<file path="config.mk">
export PLATFORM = sky130hd
export DESIGN_NAME = mipbox_lane
export DESIGN_NICKNAME = d
export VERILOG_FILES = /design/src/hw/rtl/mipbox_pkg.sv /design/src/hw/rtl/mipbox_lane.sv
export SDC_FILE = /design/constraint.sdc
export NUM_CORES = 1
export LEC_CHECK = 0
export BUFFER_PORTS_ARGS = -buffer_cell sky130_fd_sc_hd__buf_4
export CORE_ASPECT_RATIO = 0.6
export CORE_MARGIN = 2
export CORE_UTILIZATION = 43
export CTS_BUF_LIST = sky130_fd_sc_hd__clkbuf_4 sky130_fd_sc_hd__clkbuf_8 sky130_fd_sc_hd__clkbuf_16
export DETAILED_ROUTE_END_ITERATION = 6
export GPL_TIMING_DRIVEN = 1
export PLACE_DENSITY = 0.78
export SYNTH_ARGS = -nofsm -noshare
export SYNTH_HDL_FRONTEND = slang
export SYNTH_SLANG_ARGS = --single-unit
</file>
<file path="constraint.sdc">
create_clock -name clk -period 1.6 [get_ports clk]
set_input_delay 0.24 -clock clk [delete_from_list [all_inputs] [get_ports clk]]
set_output_delay 0.24 -clock clk [all_outputs]
set_load 0.005 [all_outputs]
</file>
<file path="src/hw/rtl/mipbox_pkg.sv">
// Shared constants, types and helpers of the 2x2 mipmap box filter.
// Used by the lane, line buffer and top-level modules.
`default_nettype none

package mipbox_pkg;

    localparam int MAX_WIDTH    = 4096;
    localparam int MAX_HEIGHT   = 4096;
    localparam int MAX_CHANNELS = 4;

    localparam int NUM_LANES  = 4;
    localparam int CHAN_W     = 8;
    localparam int PAIR_W     = CHAN_W + 1;
    localparam int DIM_W      = 13;
    localparam int CCNT_W     = 3;
    localparam int COL_W      = $clog2(MAX_WIDTH);
    localparam int ROW_W      = $clog2(MAX_HEIGHT);
    localparam int LINE_DEPTH = MAX_WIDTH / 2;
    localparam int LINE_AW    = $clog2(LINE_DEPTH);
    localparam int LINE_DW    = PAIR_W * NUM_LANES;

    localparam int APB_AW = 4;
    localparam int APB_DW = 32;

    localparam logic [1:0] REG_SRC_WIDTH  = 2'd0;
    localparam logic [1:0] REG_SRC_HEIGHT = 2'd1;
    localparam logic [1:0] REG_CHAN_COUNT = 2'd2;

    typedef struct packed {
        logic load;
        logic sw_one;
        logic sh_one;
    } mipbox_lane_ctl_t;

    function automatic logic [DIM_W-1:0] clamp_dim(input logic [DIM_W-1:0] v,
                                                   input logic [DIM_W-1:0] hi);
        logic [DIM_W-1:0] r;
        if (v == '0)
            r = DIM_W'(1);
        else if (v > hi)
            r = hi;
        else
            r = v;
        return r;
    endfunction

    function automatic logic [DIM_W-2:0] half_dim(input logic [DIM_W-1:0] v);
        logic [DIM_W-2:0] h;
        h = v[DIM_W-1:1];
        if (h == '0)
            h = (DIM_W-1)'(1);
        return h;
    endfunction

endpackage

`default_nettype wire

</file>
<file path="src/hw/rtl/mipbox_lane.sv">
// One channel lane: horizontal pair sum, then vertical sum and divide by 4.
// Depends on mipbox_pkg.
`default_nettype none

module mipbox_lane
    import mipbox_pkg::*;
(
    input  wire logic                 clk,
    input  wire mipbox_lane_ctl_t     ctl,
    input  wire logic [CHAN_W-1:0]    px,
    input  wire logic [CHAN_W-1:0]    left,
    input  wire logic [PAIR_W-1:0]    line_q,
    output logic      [PAIR_W-1:0]    pair_next,
    output logic      [CHAN_W-1:0]    avg
);

    logic [PAIR_W-1:0] pair_reg;
    logic [PAIR_W:0]   sum;

    always_comb
    begin
        if (ctl.sw_one)
            pair_next = {px, 1'b0};
        else
            pair_next = {1'b0, left} + {1'b0, px};
    end

    always_ff @(posedge clk)
    begin
        if (ctl.load)
            pair_reg <= pair_next;
    end

    always_comb
    begin
        if (ctl.sh_one)
            sum = {pair_reg, 1'b0};
        else
            sum = {1'b0, line_q} + {1'b0, pair_reg};
        avg = sum[PAIR_W:2];
    end

endmodule

`default_nettype wire

</file>
After elaboration in Yosys (flattened, before gate mapping)
Index checks and enable logic that the tools add are counted.
Storage, ports and cells
  register bits: 9
  bits of input ports: 29
  output and inout bits: 17
Cells by class
  add/sub/neg operators: 2
  muxes and demuxes: 2
Operators with widths (number)
  9-bit by 9-bit adder with 10-bit output: 1
  10-bit two-way mux: 1
  8-bit by 8-bit adder with 9-bit output: 1
  9-bit two-way mux: 1

Depth between registers and ports, before layout
  word-level depth: 2
  gate-level depth with buffers: 8
  mapped depth without buffers: 8

Worst setup path after synthesis
No wires, ideal clock.
  path type: input-to-output
  from: input port px[0]
  to: output port pair_next[6]
  arrival: 1.545 ns
  data required time: 1.360 ns
  slack: -0.185 ns
  stages on the path: 8
  path buffers: 0
  cell sequence: ha_1 -> inv_1 -> fa_1 -> nor2b_1 -> o31ai_2 -> nand2b_1 -> a211oi_1 -> o31ai_1
Between the ends
  cells in the longest elaborated chain, start to end: 2
Ends and longest elaborated chain
  start, declared: line mipbox_lane.sv:10  | input wire logic [CHAN_W-1:0] px,
  8-bit by 8-bit adder with 9-bit output: line mipbox_lane.sv:25  | pair_next = {1'b0, left} + {1'b0, px};
  9-bit two-way mux: line mipbox_lane.sv:22  | if (ctl.sw_one)
  end, declared: line mipbox_lane.sv:13  | output logic [PAIR_W-1:0] pair_next,
Every way passes these cells.

Worst setup path in the final report
  from: register pair_reg[1]
  to: output port avg[4]
Between the ends
  cells in the longest elaborated chain, start to end: 2
Ends and longest elaborated chain
  start, declared: line mipbox_lane.sv:17  | logic [PAIR_W-1:0] pair_reg;
  start signal, assigned: line mipbox_lane.sv:31  | pair_reg <= pair_next;
  9-bit by 9-bit adder with 10-bit output: line mipbox_lane.sv:39  | sum = {1'b0, line_q} + {1'b0, pair_reg};
  10-bit two-way mux: line mipbox_lane.sv:36  | if (ctl.sh_one)
  end, declared: line mipbox_lane.sv:14  | output logic [CHAN_W-1:0] avg
Every way passes these cells.

==> metrics.md <==
| Metric | Value |
|---|---|
| Core footprint | `2240 sq um` |
| Dpl ws | `-409 ps` |
| Antenna violations before repair | `0` |
| Ratio of cells with drive above 1 in the final layout | `58.3%` |
| Category of the worst setup path launch point | `register` |
| H-Tree Level Count | `1` |
| Worst min-delay path category | `input pin to register` |
| Area of placed instances | `1660 sq um` |
| Largest register FFs | `9` |
| Count of hold-fix buffers inserted at cts | `0` |
| Final count of pins violating max slew | `0` |
| Leakage Power | `0.000897 uW` |
| Drt via density | `5.76` |
| Fin util | `90.5%` |
| Clock root buffer | `clkbuf_8` |
| Post-detailed-route count of antenna-violating nets | `0` |
| CP Max Fanout | `3` |
| Fin. Hold Viols | `0` |
| Minimum clock period | `2290 ps` |
| Yosys reg bits | `9` |
| Rel. slew slack | `77.6%` |
| Fmax | `0.437 GHz` |
| Length of the first detailed-routing pass in iterations | `4` |
| Final setup violation count | `18` |
| # DRC | `0` |
| Overall fraction of global-route tracks in use | `24.5%` |
| ANT cells | `0` |
| Type of the worst setup path | `register to output port` |
| CTS tree | `built` |
| Ys Warns | `0` |
| DR iter-0 viols | `121` |
| Post-detailed-placement half-perimeter wirelength | `2240 um` |
| Final Cycle Share | `143%` |
| Top-Level Pins | `46` |
| Wire length of the first global-routing pass | `5250 um` |
| Wirelength, routed | `4560 um` |
| Design internal power | `1020 uW` |
| Sequential cell area fraction in the yosys report | `25.5%` |
| Final net count | `253` |
| Total Die Area | `2890 sq um` |
| Average wire per cell in the routed design | `19.3 um` |
| Gate count after technology mapping | `126` |
| Power share of the sequential group | `20.7%` |
| CP required | `1360 ps` |
| Via count of the first global-routing pass | `1177` |
| Transition time at the pin with the least slew margin | `334 ps` |
| Number of unique standard cell types used by synthesis | `31` |
| Violations in the final reports | `setup timing` |
| Portion of total power attributed to the clock network | `17.4%` |
| Share of total power in combinational logic | `61.9%` |
| Sort of element at the end of the critical path | `output port` |
| Switching power | `553 uW` |
| Site row count | `13` |
| Sw Ratio | `35.2%` |
| RSZ-0062 raised after global routing | `true` |
| Count of vias placed by the detailed router | `1359` |
| Worst vdd ir | `360 uV` |
| Pin count of the biggest net entering global routing | `18` |
| Gr ovfl total | `0` |
| Area growth from synthesis to layout | `91.5%` |
| Clock input transition at the sequential cells of the worst setup and hold paths | `50 ps` |
| Power density relative to cell area | `774 nW/um^2` |
| Clock net sink count | `9` |
| Max-cap violations | `0` |
| Status | `complete, but fails checks` |
| Worst slack on hold paths | `302 ps` |
| Mapped Nets | `172` |
| Die Wd | `68.1 um` |
| DIE HEIGHT | `42.5 um` |
| Fillers | `85` |
| Total power draw | `1570 uW` |
| Final worst slack | `-689 ps` |
| Worst Path Arrival | `2050 ps` |
| Post-route standard cell area excluding fillers | `2030 sq um` |
| Clock buffer count from CTS | `3` |
| Maximum buffer depth of the clock tree | `2` |
| Count of port buffers added during placement | `45` |
| Starting density of the core | `47.3%` |
| Post-Synthesis Cell Area | `1060 sq um` |
| Avg Inst Size Synth | `8.42 sq um` |
| Final RePlAce weighted congestion | `0.869` |
final timing paths:
| check | end | depth (start not counted) | start |
|---|---|---|---|
| worst min-delay path | pair_reg[2]$_DFFE_PP_ | 1 | ctl[2] |
| worst max-delay path | avg[4] | 7 | pair_reg[1]$_DFFE_PP_ |
metrics by stage:
step	std cells	TNS, ps
detailed placement	221	-5400
CTS	231	-4730
finish	236	-6280
floorplan	126	-447
global placement	221	-4730
global route	236	-7210
synthesized netlist by cell type:
cell	number	share of area, %
nand2_1	19	6.7
ha_1	16	19
o21ai_0	16	7.5
a21oi_1	10	4.7
edfxtp_1	9	25
xor2_1	8	6.6
nor2_1	6	2.1
inv_1	4	1.4
o21ai_1	4	1.9
clkbuf_1	3	1.1
nand2b_1	3	1.8
nor2b_1	3	1.8
nor3_1	3	1.4
xnor2_1	3	2.5
a211oi_2	2	2.4
o21a_1	2	1.4
a211oi_1	1	0.71
a21boi_1	1	0.71
a21o_1	1	0.71
a21oi_2	1	0.83
a31o_2	1	0.83
a31oi_1	1	0.59
a41oi_1	1	0.83
and2_1	1	0.59
fa_1	1	1.9
nand3_1	1	0.47
o211ai_1	1	0.71
o21ai_2	1	0.83
o31a_1	1	0.83
o31ai_1	1	0.71
o31ai_2	1	1.2
what timing repair did:
item,in CTS,in global routing
pin swaps,23,16
gates cloned,0,0
gates resized for setup,32,23
endpoints found under the setup margin,18,20
setup buffers,7,7
layout make-up:
type                       count  area [sq um]  share of cell area [%]
clock buffer                   4          48.8                    2.40
multi-input combinational    110          1020                    50.1
sequential                     9           270                    13.3
timing repair buffer          79           642                    31.6
inverter                       4          15.0                   0.739
tap                           30          37.5                    1.85
worst max-delay path: stages, from the launching register on:
cell,delay (ps)
edfxtp_1,460
ha_4,330
nand3_4,70
a211oi_4,330
a21boi_1,160
xor2_1,160
o21ai_1,160
buf_4,140
power by group through the flow:
stage               combinational, uW  clock [uW]  sequential [uW]
floorplan                         364           0              311
finish                            973         274              326
global placement                  669           0              316
CTS                               806         273              316
global route                     1030         290              327
detailed placement                688           0              317
routing by layer:
metal / track usage (%) / up-vias / share of wire, %
met5: 0 / - / 0
met3: 2.15 / 18 / 7.0
met4: 14.8 / 0 / 3.0
met1: 28.9 / 631 / 40
li1: - / 616 / -
met2: 42.3 / 94 / 50
cell families (layout without fill, tap and decap cells):
| group | count (synthesis) | after routing | synth area share [%] |
|---|---|---|---|
| compound gates | 46 | 46 | 27.4 |
| simple gates | 36 | 36 | 14.9 |
| fa+ha+maj | 17 | 17 | 20.8 |
| xor+xnor | 11 | 11 | 9.08 |
| flops | 9 | 9 | 25.5 |
| buf+inv | 7 | 87 | 2.48 |
layout by cell type, fill, tap and decap left out, types with 2 or more instances in the layout:
master / netlist / final
nand2_1: 19 / 19
ha_1: 16 / 8
o21a_1: 2 / 2
a211oi_4: 0 / 2
nor2b_1: 3 / 2
a21oi_2: 1 / 6
a21oi_1: 10 / 4
inv_1: 4 / 3
nor2_1: 6 / 6
clkbuf_8: 0 / 3
o21ai_2: 1 / 6
o21ai_1: 4 / 13
o21ai_0: 16 / 2
ha_4: 0 / 8
buf_4: 0 / 68
buf_6: 0 / 9
xnor2_2: 0 / 2
nand2b_1: 3 / 2
nor3_2: 0 / 2
buf_8: 0 / 2
edfxtp_1: 9 / 9
xor2_1: 8 / 8
(Power assumes the default switching activity.)
